## src/rtl/assert_macros.svh

```systemverilog
// ----------------------------------------------------------------------------
// assert_macros.svh
// Assertion helpers for the entity decoder. Every user has clk_i and rst_ni.
// ----------------------------------------------------------------------------
`ifndef ASSERT_MACROS_SVH
`define ASSERT_MACROS_SVH

// Property that must hold at every rising clock edge outside reset
`define ASSERT_PROP(lbl, prop, msg) \
  lbl: assert property (@(posedge clk_i) disable iff (!rst_ni) (prop)) else $error(msg);

// Condition that must never be seen at a rising clock edge outside reset
`define ASSERT_NEVER(lbl, cond, msg) \
  `ASSERT_PROP(lbl, !(cond), msg)

`endif

```

## src/rtl/xeu_pkg.sv

```systemverilog
// ----------------------------------------------------------------------------
// xeu_pkg
// Shared types, escape tables and constants of the XML entity decoder.
// ----------------------------------------------------------------------------
`timescale 1ns / 1ps
`default_nettype none

package xeu_pkg;

  // Depth of the run queue between front and back
  localparam int unsigned QueueDepthDef = 4;

  localparam logic [7:0] ChAmp = 8'h26;

  // Escape being matched after an ampersand
  typedef enum logic [2:0] {
    ESC_LT   = 3'd0,
    ESC_GT   = 3'd1,
    ESC_QUOT = 3'd2,
    ESC_AMP  = 3'd3,
    ESC_NUM  = 3'd4
  } esc_id_e;

  // One run of output bytes caused by one input item:
  // optional '&' + body bytes, optional middle byte, optional trailing '&'
  typedef struct packed {
    logic       lead_amp;
    esc_id_e    body_id;
    logic [2:0] body_cnt;
    logic       mid_en;
    logic [7:0] mid_byte;
    logic       tail_amp;
    logic       stream_end;
  } run_desc_t;

  // Body byte idx of an escape (text after the ampersand)
  function automatic logic [7:0] esc_body(esc_id_e id, logic [2:0] idx);
    logic [7:0] ch;
    ch = 8'h00;
    unique case (id)
      ESC_LT: begin
        unique case (idx)
          3'd0:    ch = "l";
          3'd1:    ch = "t";
          3'd2:    ch = ";";
          default: ch = 8'h00;
        endcase
      end
      ESC_GT: begin
        unique case (idx)
          3'd0:    ch = "g";
          3'd1:    ch = "t";
          3'd2:    ch = ";";
          default: ch = 8'h00;
        endcase
      end
      ESC_QUOT: begin
        unique case (idx)
          3'd0:    ch = "q";
          3'd1:    ch = "u";
          3'd2:    ch = "o";
          3'd3:    ch = "t";
          3'd4:    ch = ";";
          default: ch = 8'h00;
        endcase
      end
      ESC_AMP: begin
        unique case (idx)
          3'd0:    ch = "a";
          3'd1:    ch = "m";
          3'd2:    ch = "p";
          3'd3:    ch = ";";
          default: ch = 8'h00;
        endcase
      end
      ESC_NUM: begin
        unique case (idx)
          3'd0:    ch = "#";
          3'd1:    ch = "0";
          3'd2:    ch = "3";
          3'd3:    ch = "9";
          3'd4:    ch = ";";
          default: ch = 8'h00;
        endcase
      end
      default: ch = 8'h00;
    endcase
    return ch;
  endfunction

  // Body length of an escape; zero for codes that name no escape
  function automatic logic [2:0] esc_len(esc_id_e id);
    logic [2:0] len;
    unique case (id)
      ESC_LT:   len = 3'd3;
      ESC_GT:   len = 3'd3;
      ESC_QUOT: len = 3'd5;
      ESC_AMP:  len = 3'd4;
      ESC_NUM:  len = 3'd5;
      default:  len = 3'd0;
    endcase
    return len;
  endfunction

  // Decoded character of an escape
  function automatic logic [7:0] esc_char(esc_id_e id);
    logic [7:0] ch;
    unique case (id)
      ESC_LT:   ch = "<";
      ESC_GT:   ch = ">";
      ESC_QUOT: ch = 8'h22;
      ESC_AMP:  ch = ChAmp;
      ESC_NUM:  ch = 8'h27;
      default:  ch = 8'h00;
    endcase
    return ch;
  endfunction

endpackage

`default_nettype wire

```

## src/rtl/xeu_front.sv

```systemverilog
// ----------------------------------------------------------------------------
// xeu_front
// Accepts input bytes, tracks the pending escape and emits one run
// descriptor per item that produces output.
// ----------------------------------------------------------------------------
`timescale 1ns / 1ps
`default_nettype none
`include "assert_macros.svh"

module xeu_front (
  input  wire logic               clk_i,
  input  wire logic               rst_ni,
  input  wire logic               item_valid_i,
  input  wire logic [7:0]         in_byte_i,
  input  wire logic               end_of_data_i,
  input  wire logic               q_full_i,
  output xeu_pkg::run_desc_t      desc_o,
  output logic                    desc_push_o
);
  import xeu_pkg::*;

  logic       open_q, open_d;
  esc_id_e    id_q, id_d;
  logic [2:0] cnt_q, cnt_d;

  logic       accept;
  logic       hit;
  esc_id_e    hit_id;
  logic       cont_ok;
  logic [2:0] cnt_inc;
  logic       has_out;
  run_desc_t  desc;

  assign accept  = item_valid_i && !q_full_i;
  assign cnt_inc = cnt_q + 3'd1;

  // First body byte selects the escape
  always_comb begin
    hit    = 1'b1;
    hit_id = ESC_LT;
    unique case (in_byte_i)
      "l":     hit_id = ESC_LT;
      "g":     hit_id = ESC_GT;
      "q":     hit_id = ESC_QUOT;
      "a":     hit_id = ESC_AMP;
      "#":     hit_id = ESC_NUM;
      default: hit = 1'b0;
    endcase
  end

  // Next body byte of a partial match
  assign cont_ok = (cnt_q < esc_len(id_q)) && (esc_body(id_q, cnt_q) == in_byte_i);

  // Classify the byte: next escape state and the run it produces
  always_comb begin
    open_d = open_q;
    id_d   = id_q;
    cnt_d  = cnt_q;
    desc   = '0;

    if (!open_q) begin
      if (in_byte_i == ChAmp) begin
        open_d = 1'b1;
        id_d   = ESC_LT;
        cnt_d  = 3'd0;
      end else begin
        desc.mid_en   = 1'b1;
        desc.mid_byte = in_byte_i;
      end
    end else if (cnt_q == 3'd0) begin
      if (hit) begin
        id_d  = hit_id;
        cnt_d = 3'd1;
      end else begin
        // no escape starts here: '&' and the byte go out literally
        desc.lead_amp = 1'b1;
        desc.mid_en   = 1'b1;
        desc.mid_byte = in_byte_i;
        open_d        = 1'b0;
        id_d          = ESC_LT;
        cnt_d         = 3'd0;
      end
    end else if (cont_ok) begin
      if (cnt_inc == esc_len(id_q)) begin
        desc.mid_en   = 1'b1;
        desc.mid_byte = esc_char(id_q);
        open_d        = 1'b0;
        id_d          = ESC_LT;
        cnt_d         = 3'd0;
      end else begin
        cnt_d = cnt_inc;
      end
    end else begin
      // broken partial match: flush it, then treat the byte as plain
      desc.lead_amp = 1'b1;
      desc.body_id  = id_q;
      desc.body_cnt = (esc_len(id_q) != 3'd0) ? cnt_q : 3'd0;
      id_d          = ESC_LT;
      cnt_d         = 3'd0;
      if (in_byte_i == ChAmp) begin
        open_d = 1'b1;
      end else begin
        open_d        = 1'b0;
        desc.mid_en   = 1'b1;
        desc.mid_byte = in_byte_i;
      end
    end

    // End of data flushes whatever is still pending
    if (end_of_data_i) begin
      if (open_d) begin
        if (desc.lead_amp) begin
          desc.tail_amp = 1'b1;
        end else begin
          desc.lead_amp = 1'b1;
          desc.body_id  = id_d;
          desc.body_cnt = cnt_d;
        end
      end
      desc.stream_end = 1'b1;
      open_d          = 1'b0;
      id_d            = ESC_LT;
      cnt_d           = 3'd0;
    end
  end

  assign has_out     = desc.lead_amp || desc.mid_en || desc.tail_amp;
  assign desc_o      = desc;
  assign desc_push_o = accept && has_out;

  // Escape state, updated on every input transfer
  always_ff @(posedge clk_i or negedge rst_ni) begin
    if (!rst_ni) begin
      open_q <= 1'b0;
      id_q   <= ESC_LT;
      cnt_q  <= 3'd0;
    end else if (accept) begin
      open_q <= open_d;
      id_q   <= id_d;
      cnt_q  <= cnt_d;
    end
  end

  `ASSERT_PROP(a_closed_is_clean, !open_q |-> (cnt_q == 3'd0 && id_q == ESC_LT),
               "closed escape holds stale match state")
  `ASSERT_PROP(a_partial_in_range, (open_q && cnt_q != 3'd0) |-> (cnt_q < esc_len(id_q)),
               "partial match count reaches escape length")

endmodule

`default_nettype wire

```

## src/rtl/xeu_queue.sv

```systemverilog
// ----------------------------------------------------------------------------
// xeu_queue
// Short FIFO of run descriptors between the front and the back.
// ----------------------------------------------------------------------------
`timescale 1ns / 1ps
`default_nettype none
`include "assert_macros.svh"

module xeu_queue #(
  parameter int unsigned Depth = xeu_pkg::QueueDepthDef
) (
  input  wire logic               clk_i,
  input  wire logic               rst_ni,
  input  wire logic               push_i,
  input  wire xeu_pkg::run_desc_t wdata_i,
  input  wire logic               pop_i,
  output xeu_pkg::run_desc_t      head_o,
  output logic                    empty_o,
  output logic                    full_o
);
  import xeu_pkg::*;

  localparam int unsigned IdxW = (Depth > 1) ? $clog2(Depth) : 1;
  localparam int unsigned CntW = $clog2(Depth + 1);

  run_desc_t       mem_q [Depth];
  logic [IdxW-1:0] wr_ptr_q, rd_ptr_q;
  logic [CntW-1:0] count_q;
  logic            do_push, do_pop;

  assign empty_o = (count_q == '0);
  assign full_o  = (count_q == CntW'(Depth));
  assign head_o  = mem_q[rd_ptr_q];
  assign do_push = push_i && !full_o;
  assign do_pop  = pop_i && !empty_o;

  function automatic logic [IdxW-1:0] ptr_next(logic [IdxW-1:0] p);
    return (p == IdxW'(Depth - 1)) ? '0 : p + 1'b1;
  endfunction

  // Storage, no reset needed
  always_ff @(posedge clk_i) begin
    if (do_push) begin
      mem_q[wr_ptr_q] <= wdata_i;
    end
  end

  // Pointers and fill count
  always_ff @(posedge clk_i or negedge rst_ni) begin
    if (!rst_ni) begin
      wr_ptr_q <= '0;
      rd_ptr_q <= '0;
      count_q  <= '0;
    end else begin
      if (do_push) begin
        wr_ptr_q <= ptr_next(wr_ptr_q);
      end
      if (do_pop) begin
        rd_ptr_q <= ptr_next(rd_ptr_q);
      end
      if (do_push && !do_pop) begin
        count_q <= count_q + 1'b1;
      end else if (do_pop && !do_push) begin
        count_q <= count_q - 1'b1;
      end
    end
  end

  `ASSERT_PROP(a_count_bound, count_q <= CntW'(Depth), "queue fill count beyond depth")

endmodule

`default_nettype wire

```

## src/rtl/xeu_back.sv

```systemverilog
// ----------------------------------------------------------------------------
// xeu_back
// Walks the head run into the output register, one byte per unstalled cycle.
// ----------------------------------------------------------------------------
`timescale 1ns / 1ps
`default_nettype none
`include "assert_macros.svh"

module xeu_back (
  input  wire logic               clk_i,
  input  wire logic               rst_ni,
  input  wire xeu_pkg::run_desc_t head_i,
  input  wire logic               head_valid_i,
  output logic                    head_pop_o,
  output logic [7:0]              out_byte_o,
  output logic                    last_of_run_o,
  output logic                    stream_end_o,
  output logic                    empty_o,
  input  wire logic               pop_i
);
  import xeu_pkg::*;

  logic [2:0] pos_q;
  logic       out_valid_q;
  logic [7:0] out_byte_q;
  logic       last_q, end_q;

  logic [3:0] total;
  logic [3:0] mid_pos;
  logic [2:0] body_idx;
  logic [7:0] cur_byte;
  logic       cur_last;
  logic       step;

  // Run length and position of the middle byte
  assign mid_pos  = {3'b000, head_i.lead_amp} + {1'b0, head_i.body_cnt};
  assign total    = mid_pos + {3'b000, head_i.mid_en} + {3'b000, head_i.tail_amp};
  assign body_idx = pos_q - {2'b00, head_i.lead_amp};
  assign cur_last = ({1'b0, pos_q} + 4'd1) == total;

  // Byte at the current position of the run
  always_comb begin
    if (head_i.lead_amp && pos_q == 3'd0) begin
      cur_byte = ChAmp;
    end else if (head_i.lead_amp && body_idx < head_i.body_cnt) begin
      cur_byte = esc_body(head_i.body_id, body_idx);
    end else if (head_i.mid_en && {1'b0, pos_q} == mid_pos) begin
      cur_byte = head_i.mid_byte;
    end else begin
      cur_byte = ChAmp;
    end
  end

  // Advance when the output register is free or being drained
  assign step       = head_valid_i && (!out_valid_q || pop_i);
  assign head_pop_o = step && cur_last;

  always_ff @(posedge clk_i or negedge rst_ni) begin
    if (!rst_ni) begin
      pos_q       <= 3'd0;
      out_valid_q <= 1'b0;
    end else if (step) begin
      out_valid_q <= 1'b1;
      pos_q       <= cur_last ? 3'd0 : pos_q + 3'd1;
    end else if (pop_i) begin
      out_valid_q <= 1'b0;
    end
  end

  // Output payload
  always_ff @(posedge clk_i) begin
    if (step) begin
      out_byte_q <= cur_byte;
      last_q     <= cur_last;
      end_q      <= cur_last && head_i.stream_end;
    end
  end

  assign empty_o       = !out_valid_q;
  assign out_byte_o    = out_byte_q;
  assign last_of_run_o = last_q;
  assign stream_end_o  = end_q;

  `ASSERT_PROP(a_pos_in_run, head_valid_i |-> ({1'b0, pos_q} < total),
               "run position beyond run length")
  `ASSERT_PROP(a_end_is_last, (out_valid_q && end_q) |-> last_q,
               "stream end flagged on a byte that does not end its run")

endmodule

`default_nettype wire

```

## src/rtl/xml_entity_unescape.sv

```systemverilog
// Path: a run from an accepted byte goes through the run queue, then into the output register.
// Throughput: one input per cycle while the run queue has room; a run of n results leaves the
// output register one byte per pop, absorbed by the run queue (QueueDepth entries).
// Input stalls (full) only when the run queue is full.
// Reset: asynchronous, active low; clears the pending escape, queue and output valid.
// ----------------------------------------------------------------------------
// xml_entity_unescape
// Decodes &lt; &gt; &quot; &amp; &#039; in a byte stream; other bytes pass.
// ----------------------------------------------------------------------------
`timescale 1ns / 1ps
`default_nettype none

module xml_entity_unescape #(
  parameter int unsigned QueueDepth = xeu_pkg::QueueDepthDef
) (
  input  wire logic       clk_i,
  input  wire logic       rst_ni,
  input  wire logic       push,
  output logic            full,
  input  wire logic [7:0] in_byte_i,
  input  wire logic       end_of_data_i,
  output logic            empty,
  input  wire logic       pop,
  output logic [7:0]      out_byte_o,
  output logic            last_of_run_o,
  output logic            stream_end_o
);
  import xeu_pkg::*;

  run_desc_t desc, head;
  logic      desc_push, head_pop, q_empty, q_full;

  // Front: classify bytes and track the pending escape
  xeu_front u_front (
    .clk_i         (clk_i),
    .rst_ni        (rst_ni),
    .item_valid_i  (push),
    .in_byte_i     (in_byte_i),
    .end_of_data_i (end_of_data_i),
    .q_full_i      (q_full),
    .desc_o        (desc),
    .desc_push_o   (desc_push)
  );

  // Run queue
  xeu_queue #(
    .Depth (QueueDepth)
  ) u_queue (
    .clk_i   (clk_i),
    .rst_ni  (rst_ni),
    .push_i  (desc_push),
    .wdata_i (desc),
    .pop_i   (head_pop),
    .head_o  (head),
    .empty_o (q_empty),
    .full_o  (q_full)
  );

  // Back: emit runs byte by byte
  xeu_back u_back (
    .clk_i         (clk_i),
    .rst_ni        (rst_ni),
    .head_i        (head),
    .head_valid_i  (!q_empty),
    .head_pop_o    (head_pop),
    .out_byte_o    (out_byte_o),
    .last_of_run_o (last_of_run_o),
    .stream_end_o  (stream_end_o),
    .empty_o       (empty),
    .pop_i         (pop)
  );

  assign full = q_full;

endmodule

`default_nettype wire

```

## config.mk

```make
export PLATFORM = sky130hd
export DESIGN_NAME = xml_entity_unescape
export DESIGN_NICKNAME = d
export VERILOG_FILES = /design/src/rtl/xeu_pkg.sv /design/src/rtl/xeu_front.sv /design/src/rtl/xeu_queue.sv /design/src/rtl/xeu_back.sv /design/src/rtl/xml_entity_unescape.sv
export VERILOG_INCLUDE_DIRS = /design/src /design/src/rtl
export SDC_FILE = /design/constraint.sdc
export NUM_CORES = 1
export LEC_CHECK = 0
export ABC_AREA = 1
export CAP_MARGIN = 20
export CELL_PAD_IN_SITES_DETAIL_PLACEMENT = 1
export CELL_PAD_IN_SITES_GLOBAL_PLACEMENT = 1
export CORE_UTILIZATION = 40
export CTS_CLUSTER_DIAMETER = 80
export DETAILED_ROUTE_END_ITERATION = 7
export DONT_BUFFER_PORTS = 1
export PLACE_DENSITY = 0.74
export SLEW_MARGIN = 20
export SYNTH_ARGS = -nofsm -noshare
export SYNTH_HDL_FRONTEND = slang
export SYNTH_SLANG_ARGS = --single-unit
```

## constraint.sdc

```tcl
create_clock -name clk_i -period 6.6 [get_ports clk_i]
set_input_delay 0.33 -clock clk_i [delete_from_list [all_inputs] [get_ports clk_i]]
set_output_delay 0.33 -clock clk_i [all_outputs]
set_load 0.005 [all_outputs]
```

=== Word level (Yosys, flattened, before mapping) ===
Memory sizes are Yosys's and may differ from the RTL's.
Index checks and enable logic that the tools add are counted.

* Memories kept: 1
* Input port bits: 13
* Latch bits: 0
* Register bits after elaboration: 28
* Memory bits (writable): 72
* Output and inout bits: 12
* Logic and storage cells: 159
* Bits in read-only memories: 0

{| class="wikitable"
|+ Memory list
! name !! words !! width !! read ports !! clocked after memory_dff !! wr ports !! line !! RTL
|-
| u_queue.mem_q || 4 || 18 || 1 || 0 || 1 || xeu_queue.sv:26 || <nowiki>run_desc_t mem_q [Depth];</nowiki>
|}

* Reductions and logical operators: 33
* Multipliers: 0
* Div/mod/pow operators: 0
* Magnitude comparators: 2
* Add/subtract/negate cells: 11
* Shift-type cells: 0
* Multiplexer cells: 72
* Equal/unequal tests: 29
* Bitwise gates (word level): 0

{| class="wikitable"
|+ Operators with widths
! operator !! number
|-
| one-hot mux 6 bit (5 select lines) || 3
|-
| one-hot mux 7 bit (3 select lines) || 4
|-
| one-hot mux 8 bit (5 select lines) || 2
|-
| one-hot mux 7 bit (5 select lines) || 2
|-
| two-way mux 3 bit || 23
|-
| one-hot mux 7 bit (4 select lines) || 2
|-
| two-way mux 9 bit || 6
|-
| == test 8 x 7 -> 1 bit, second input constant || 4
|-
| two-way mux 7 bit || 4
|-
| == test 3 x 2 -> 1 bit, second input constant || 8
|-
| logical NOT 3 bit || 6
|-
| two-way mux 1 bit || 17
|-
| == test 8 x 6 -> 1 bit, second input constant || 2
|-
| two-way mux 8 bit || 2
|-
| == test 3 bit, second input constant || 5
|-
| logical AND 1 bit || 13
|-
| == test 3 x 1 -> 1 bit, second input constant || 4
|-
| two-way mux 6 bit || 2
|-
| one-hot mux 3 bit (4 select lines) || 1
|-
| adder 3 x 1 -> 3 bit, second input constant || 3
|-
| one-hot mux 3 bit (3 select lines) || 1
|-
| adder 4 x 1 -> 4 bit || 2
|-
| == test 8 bit || 1
|-
| < comparator 3 bit || 2
|-
| 16 further kinds || 28
|}

=== Logic depth before layout (Yosys ltp) ===
Gate-level depths: netlist of the first run.

* Depth after elaboration: 24
* Depth in mapped cells: 27
* Depth with buffers taken out: 27

=== By module ===
Synthesis of the first run repeated with hierarchy kept, for this count alone.

* Cells, all modules: 751
* Area total of the unflattened synthesis: 6387.4 um^2

{| class="wikitable"
|+ Modules (own cells, without submodules)
! module !! cells an instance !! sequential area each (um^2) !! area each (um^2) !! times used
|-
| xeu_queue || 270 || 2337.2 || 3353.2 || 1
|-
| xeu_front || 290 || 175.2 || 1686.6 || 1
|-
| xeu_back || 190 || 400.4 || 1343.8 || 1
|-
| xml_entity_unescape || 1 || 0.0 || 3.8 || 1
|}

=== Least setup slack after synthesis of the first run ===
OpenSTA, ideal clock, no wires.

* Kind: register -> register
* From: register u_queue.rd_ptr_q[1]
* To: register u_queue.count_q[1]
* Data arrival time: 3.882 ns
* Path buffers: 1
* Cell stages (with the launch flop): 19
* Path slack: 2.593 ns
* Setup time: 0.125 ns
* Required time: 6.475 ns
* Period minus slack after synthesis: 4.007 ns
* Path through: dfrtp_1 inv_1 buf_1 nand3_1 nand2_1 inv_1 ha_1 fa_1 ha_1 xor2_1 or2_2 a21oi_1 nand3_1 nor2_1 inv_1 ha_1 inv_1 fa_1 mux2_2

* Word-level cells in the longest chain between the ends: 10
* Elaborated cells on any way between the ends: 12
* Classes of those cells: add/sub (3); eq/ne (1); mux (1); reduce/logical (6); memory (1)

{| class="wikitable"
|+ RTL lines
! item !! line !! RTL
|-
| start, declared || xeu_queue.sv:27 || <nowiki>logic [IdxW-1:0] wr_ptr_q, rd_ptr_q;</nowiki>
|-
| start signal, assigned || xeu_queue.sv:59 || <nowiki>rd_ptr_q <= ptr_next(rd_ptr_q);</nowiki>
|-
| memory (4 x 18 bit) * || -- ||
|-
| adder 1 x 3 -> 4 bit || xeu_back.sv:36 || <nowiki>assign mid_pos = {3'b000, head_i.lead_amp} + {1'b0, head_i.body_cnt};</nowiki>
|-
| adder 4 x 1 -> 4 bit || xeu_back.sv:37 || <nowiki>assign total = mid_pos + {3'b000, head_i.mid_en} + {3'b000, head_i.tail_amp};</nowiki>
|-
| adder 4 x 1 -> 4 bit * || xeu_back.sv:37 ||
|-
| == test 4 bit * || xeu_back.sv:39 || <nowiki>assign cur_last = ({1'b0, pos_q} + 4'd1) == total;</nowiki>
|-
| logical AND 1 bit * || xeu_back.sv:56 || <nowiki>assign head_pop_o = step && cur_last;</nowiki>
|-
| logical AND 1 bit * || xeu_queue.sv:35 || <nowiki>assign do_pop = pop_i && !empty_o;</nowiki>
|-
| logical NOT 1 bit || xeu_queue.sv:61 || <nowiki>if (do_push && !do_pop) begin</nowiki>
|-
| logical AND 1 bit || xeu_queue.sv:61 ||
|-
| two-way mux 3 bit or nonzero test 2 bit (tied branches) || -- ||
|-
| end signal, assigned || xeu_queue.sv:62 || <nowiki>count_q <= count_q + 1'b1;</nowiki>
|-
| end signal, assigned || xeu_queue.sv:64 || <nowiki>count_q <= count_q - 1'b1;</nowiki>
|-
| end, declared || xeu_queue.sv:28 || <nowiki>logic [CntW-1:0] count_q;</nowiki>
|}

Every way passes the cells marked *; elsewhere a longest branch is shown, timed or not.
A chain may end at the register's enable or synchronous reset.

=== Final worst setup path of the first run ===
Same ends and word-level chain as after synthesis.

==> results of run 1 <==
==> cells by family (layout without fill, tap and decap cells) <==
family | after synthesis | in the layout | share of synthesized area
AO/OA/AOI/OAI | 124 | 124 | 0.123
XOR/XNOR | 10 | 10 | 0.0150
adder cells (fa/ha/maj) | 25 | 25 | 0.0563
buffers and inverters | 105 | 112 | 0.0701
flip-flops | 100 | 100 | 0.501
multiplexers | 1 | 1 | 0.00193
AND/OR/NAND/NOR | 304 | 304 | 0.233
==> cells in the final DEF (no fill, tap or decap), types with 2 or more instances in the layout <==
cell type and instances:
a211oi_1 3, a21oi_1 22, a22oi_1 2, a32o_1 3, a32oi_1 2, buf_4 6, clkbuf_1 2, clkbuf_16 9
clkinv_1 2, clkinv_2 3, dfrtp_1 18, edfxtp_1 82, fa_1 2, ha_1 23, inv_1 82, inv_2 4
nand2_1 137, nand2_2 6, nand2_4 2, nand3_1 40, nand3_2 2, nand4_1 13, nor2_1 83, nor2_2 3
nor2_4 2, nor3_1 4, nor4_1 3, o21ai_0 52, o21ai_1 9, o22ai_1 24, o31ai_1 3, or2_2 5
xnor2_1 5, xor2_1 5
==> power breakdown <==
| part | internal, W | leakage [nW] | switching, W |
|---|---|---|---|
| registers | 0.000875 | 0.986 | 0.0000804 |
| logic | 0.000457 | 1.41 | 0.000869 |
| clock network | 0.000292 | 0.139 | 0.000215 |
==> per-layer routing <==
layer  share of wire  up-vias
met5               0        -
met4           0.033        0
met3           0.025       30
met2            0.51       84
met1            0.43     2238
li1                -     2271
==> state kept, by name, indices dropped and copies added, names as in the netlist <==
| signal | flops |
|---|---|
| u_back.pos_q | 3 |
| u_back.last_of_run_o | 1 |
| u_back.out_byte_o | 8 |
| u_back.stream_end_o | 1 |
| u_queue.wr_ptr_q | 2 |
| u_queue.rd_ptr_q | 2 |
| u_queue.mem_q | 72 |
| u_front.id_q | 3 |
| u_front.cnt_q | 3 |
| u_queue.count_q | 3 |
| u_back.out_valid_q | 1 |
| u_front.open_q | 1 |
==> critical path: stages (launching register included) <==
cell,delay (ns)
dfrtp_1,0.57
inv_1,0.63
nand3_1,0.15
nand2_1,0.13
inv_1,0.08
ha_1,0.34
fa_1,0.44
ha_1,0.21
xor2_1,0.16
or2_2,0.30
a21oi_1,0.13
nand3_1,0.19
nor2_1,0.30
inv_1,0.08
ha_1,0.20
inv_1,0.10
fa_1,0.43
mux2_2,0.27
==> timing repair <==
action,CTS,global route
hold buffers,1,0
hold endpoints to repair,18,0
gates resized for setup,0,0
==> synth_stat cells, drive strengths merged (10+ instances only) <==
master,number
a21oi,23
clkbuf,10
dfrtp,18
edfxtp,82
ha,23
inv,87
nand2,145
nand3,43
nand4,14
nor2,89
o21ai,61
o22ai,24
==> worst max path at each step <==
stage	cells past startpoint	end
6_report	17	u_queue.count_q[1]
5_1_grt	17	u_queue.count_q[1]
4_1_cts	16	u_queue.count_q[1]
3_5_place_dp	16	u_queue.count_q[1]
3_3_place_gp	16	u_queue.count_q[1]
2_1_floorplan	18	u_queue.count_q[1]
==> per-stage QoR <==
step | setup WS (ns) | power, W | cell area, µm²
after floorplan | 2.59 | 0.00193 | 5820
after global placement | 1.93 | 0.00222 | 6020
after detailed placement | 1.79 | 0.00229 | 6020
after CTS | 1.78 | 0.00282 | 6310
after global routing | 1.31 | 0.00304 | 6310
final | 1.77 | 0.00279 | 6310
==> cell type report <==
cell class	count	area, µm²	area share
flip-flops and latches	100	2910	0.461
multi-input cells	464	2500	0.396
inverters	89	337	0.0533
clock buffers	11	233	0.0369
well taps	180	225	0.0357
repair buffers	7	55.1	0.00872
clock inverters	5	52.6	0.00832
==> impl_results.md, run 1 <==
* CTS H-tree depth at 3
* Leading area contributor after synthesis: edfxtp_1
* Slew Limit Fails at 0
* Hold path start: end_of_data_i
* Synth area leaders: edfxtp_1, nand2_1, dfrtp_1
* Vias at 4623
* Result of the run: finished clean
* Synth cell types at 44
* Vias in the first global route at 4864
* Largest net degree at the start of global routing at 39
* Met3 GRT Util at 0.0274
* GPL Wtd Cong at 0.877
* Post-synth EDFFs at 82
* CP Max Fanout at 24
* DRC Markers at 0
* CTS max path bufs at 2
* Seq/Total Area, Yosys at 0.501
* Post-CTS Setup Repair Bufs at 0
* R2R Path End: u_queue.count_q[1]
* Share of flip-flops with an asynchronous set or reset at 0.180
* Crit share post-route at 0.731
* Post-Synthesis Cells at 669
* Area growth, synth to finish at 8.49%
* Synth Flop Type: edfxtp_1
* Clock Root Buffer: clkbuf_16
* Busiest grt layer: met2
* Setup Skew at 0.0107 ns
* Slew @ Worst Pin at 0.910 ns
* Synth Register Bits at 100
* Post-DRT Antenna Nets at 0
* Total core area at 14000 µm²
* Filler cell count at 1650
* LEAKAGE at 2.54 nW
* Tot GR Track Use at 0.217
* NumNets Final at 709
* Worst-path clk slew at 0.07 ns
* Chip width at 123 µm
* Syn nets at 707
* Endpoint with the worst hold slack: u_queue.mem_q[3][0]
* Worst r2r path cells at 17
* Clock latency on the worst-skew pair at 0.34 ns
* Total wire length at 14800 µm
* Clock sink total at 100
* Reg2reg start: u_queue.rd_ptr_q[1]
* M1 GR Usage at 0.260
* RSZ-0062 raised after global routing: no
* Crit path from: u_queue.rd_ptr_q[1]
* Post-layout util at 0.450
* Nature of the critical path endpoint: flip-flop
* CTS tree: yes
* # Max-Cap Violations at 0
* First drt pass iteration count at 4
* Final setup violation count at 0
* Syn avg cell area at 8.70 µm²
* Finished Layout Cells at 856
* Flop2flop setup slack at 1.77 ns
* I/O pins at 25
* Global-route wire length before repair at 24700 µm
* Yosys warning count at 0
* Port Buffer Count at 0
* Starting density of the core at 0.414
* Hold WS at 0.0768 ns
* Die Span Y at 123 µm
* Share of the synthesized area in the top cell type at 0.423
* Met2 GRT Util at 0.386
* Vias/cell at 5.40
* Die Area at 15000 µm²
* Crit Path Category: reg2reg
* Hold path depth at 0
* Arrival time worst endpoint at 5.06 ns
* Drt first-iter violations at 324
* Rows at 43
* Max Fclk at 207 MHz
* Wirelength per Cell at 17.3 µm
* Gr ovfl total at 0
* Post-Place Cells at 839
* PwrDens at 442 nW/µm²
* Antenna violations before repair at 0
* Post-Route Setup TNS at 0 ns
* Share of layout cells above drive strength 1 at 0.0754
* Ant diodes at 0
* Num CTS Buffers at 9
* Worst hold-check path type: in2reg
* Fin crit period at 4.83 ns
* Max-slew headroom at 0.391
* Worst Setup Start Kind: flip-flop
* Max VDD drop at 0.157 mV
* CP required at 6.83 ns
* Post-Syn Area at 5820 µm²
* DP Wirelength at 11300 µm
* Hold Fails Final Rpt at 0
Note: power is estimated with default switching activity, not from simulation.
==> inputs of run 2 (changes only) <==
Settings changed: PLACE_DENSITY 0.74 to 0.77.
Clock period 6.6 ns to 4.1 ns, I/O delays scaled along.
==> impl_results.md, run 2 (same netlist as run 1, synthesis figures left out) <==
* Result of the run: finished clean
* Worst-path clk slew at 0.07 ns (about the same)
* Global-route wire length before repair at 26400 µm (+6.9%)
* DRC Markers at 0 (unchanged)
* Crit share post-route at 0.947 (+0.215)
* Vias in the first global route at 5203 (+7.0%)
* Share of layout cells above drive strength 1 at 0.125 (+0.0499)
* Max-slew headroom at 0.357 (-0.0347)
* Most flops, register: u_queue.mem_q
* Worst hold-check path type: in2reg
* Worst Setup Start Kind: flip-flop
* Pint at 0.00283 W (+75%)
* Vias/cell at 5.45 (+0.98%)
* Most used cell, CP: inv_1
* GPL Wtd Cong at 0.880 (+0.34%)
* Wirelength per Cell at 18.1 µm (+4.9%)
* Vias at 4810 (+4.0%)
* Clock Root Buffer: clkbuf_16
* NumNets Final at 735 (+3.7%)
* First drt pass iteration count at 4 (unchanged)
* Dpl ws at 0.106 ns (-1.68 ns)
* Total core area at 14000 µm² (unchanged)
* Seq pwr share at 0.320 (-0.023)
* Setup Skew at 0.00780 ns (-0.00295 ns)
* Switching power at 0.00196 W (+68%)
* Port Buffer Count at 0 (unchanged)
* Tot GR Track Use at 0.232 (+0.0144)
* Slew @ Worst Pin at 0.962 ns (+0.0519 ns)
* Max Fclk at 258 MHz (+24%)
* Post-Route Setup TNS at 0 ns (unchanged)
* Antenna violations before repair at 0 (unchanged)
* Fin crit period at 3.88 ns (-0.946 ns)
* Max VDD drop at 0.249 mV (+58%)
* Switching Share at 0.409 (-0.00913)
* I/O pins at 25 (unchanged)
* Nature of the critical path endpoint: flip-flop
* Area of the multi-input gates at 2540 µm² (+1.7%)
* Buf/Inv on CP at 4 (unchanged)
* Arrival time worst endpoint at 4.11 ns (-0.95 ns)
* CP top delay family: adder cells
* Area growth, synth to finish at 14.3%
* DP Wirelength at 12100 µm (+7.7%)
* Final setup violation count at 0 (unchanged)
* Clock sink total at 100 (unchanged)
* Rows at 43 (unchanged)
* Final setup margin at 0.219 ns (-1.55 ns)
* Slew Limit Fails at 0 (unchanged)
* CTS tree: yes
* Crit Path Category: reg2reg
* Max reg flops at 72 (unchanged)
* Total wire length at 16000 µm (+8.1%)
* Placed Area at 6210 µm² (+3.2%)
* CTS H-tree depth at 3 (unchanged)
* Commonest cells after routing, fill and taps aside: nand2_1, nor2_1, inv_1, edfxtp_1, o21ai_0
* Chip width at 123 µm (unchanged)
* Drt first-iter violations at 254 (-22%)
* Clock power share at 0.189 (+0.007)
* Logic gate share of total power at 0.491 (+0.015)
* CTS max path bufs at 2 (unchanged)
* LEAKAGE at 2.69 nW (+6.0%)
* Num CTS Buffers at 9 (unchanged)
* CP required at 4.33 ns (-2.50 ns)
* # Max-Cap Violations at 0 (unchanged)
* Commonest non-fill, non-tap cell in the layout: nand2_1
* Die Area at 15000 µm² (unchanged)
* Clock latency on the worst-skew pair at 0.35 ns (about the same)
* CP peak stage delay at 0.45 ns (-0.18 ns)
* Sequential cell area at 2920 µm² (+0.26%)
* Gr ovfl total at 0 (unchanged)
* Filler cell count at 1623 (-1.6%)
* CP Max Fanout at 13 (-46%)
* PwrDens at 720 nW/µm² (+63%)
* CP max-delay cell: dfrtp_2
* Largest net degree at the start of global routing at 23 (-41%)
* Hold Fails Final Rpt at 0 (unchanged)
* Ant diodes at 0 (unchanged)
* Final Cell Area at 6650 µm² (+5.4%)
* Post-DRT Antenna Nets at 0 (unchanged)
* Starting density of the core at 0.414 (unchanged)
* Worst path cell trace: buf_4, nand2_1, nand3_1, nand2_1, inv_1, ha_4, fa_1, ha_1, xor2_1, or2_2, a21oi_1, nand3_1, nor2_1, inv_1, ha_1, inv_1, fa_1, mux2_2
* Die Span Y at 123 µm (unchanged)
-- run 2: per-stage QoR --
stage	hold WS, ns	power (W)	util	cells
final	0.0706	0.00479	0.474	882
after global routing	0.0972	0.00519	0.474	882
after CTS	0.0680	0.00480	0.468	878
after detailed placement	-0.0902	0.00388	0.442	858
after global placement	-0.0900	0.00374	0.442	858
after floorplan	-0.0906	0.00311	-	669
-- run 2: cell type report --
cell class	count	area share
Clock buffer	13	0.0423
Tap cell	180	0.0338
Multi-Input combinational cell	464	0.382
Sequential cell	100	0.439
Timing Repair Buffer	33	0.0459
Clock inverter	3	0.00639
Inverter	89	0.0510
-- run 2: final timing paths --
| kind | start | to | slack (ns) | cells after the start |
|---|---|---|---|---|
| worst max-delay path | u_queue.rd_ptr_q[0] | u_queue.count_q[1] | 0.22 | 18 |
| worst min-delay path | end_of_data_i | u_front.cnt_q[2] | 0.07 | 3 |
| worst max register to register | u_queue.rd_ptr_q[0] | u_queue.count_q[1] | 0.22 | 18 |
| worst min register to register | u_queue.count_q[0] | u_queue.count_q[0] | 0.54 | 1 |
| max in group asynchronous | rst_ni | u_queue.rd_ptr_q[1] | 2.99 | 1 |
| min in group asynchronous | rst_ni | u_back.pos_q[2] | 0.46 | 1 |
-- run 2: metal layers --
layer / part of all wire / global-route usage
met3: 0.027 / 0.0376
met2: 0.52 / 0.412
met1: 0.42 / 0.272
met4: 0.028 / 0.106
met5: 0 / 0
-- run 2: repair_timing --
| item | in CTS | in global routing |
|---|---|---|
| setup buffers | 0 | 4 |
| endpoints found under the setup margin | 0 | 2 |
| hold buffers | 4 | 0 |
| gates resized for setup | 0 | 15 |
| hold endpoints to repair | 27 | 0 |
-- run 2: power groups by stage --
| stage | logic [W] | clock network, W | registers, W |
|---|---|---|---|
| 6_report | 0.00235 | 0.000907 | 0.00153 |
| 5_1_grt | 0.00268 | 0.000948 | 0.00156 |
| 4_1_cts | 0.00234 | 0.000919 | 0.00153 |
| 3_5_place_dp | 0.00232 | 0 | 0.00155 |
| 3_3_place_gp | 0.00221 | 0 | 0.00153 |
| 2_1_floorplan | 0.00160 | 0 | 0.00151 |
-- run 2: tightest hold or removal path, cell delays in order --
cell	delay, ns
nor2_1	0.04
nand2_1	0.05
o21ai_0	0.07
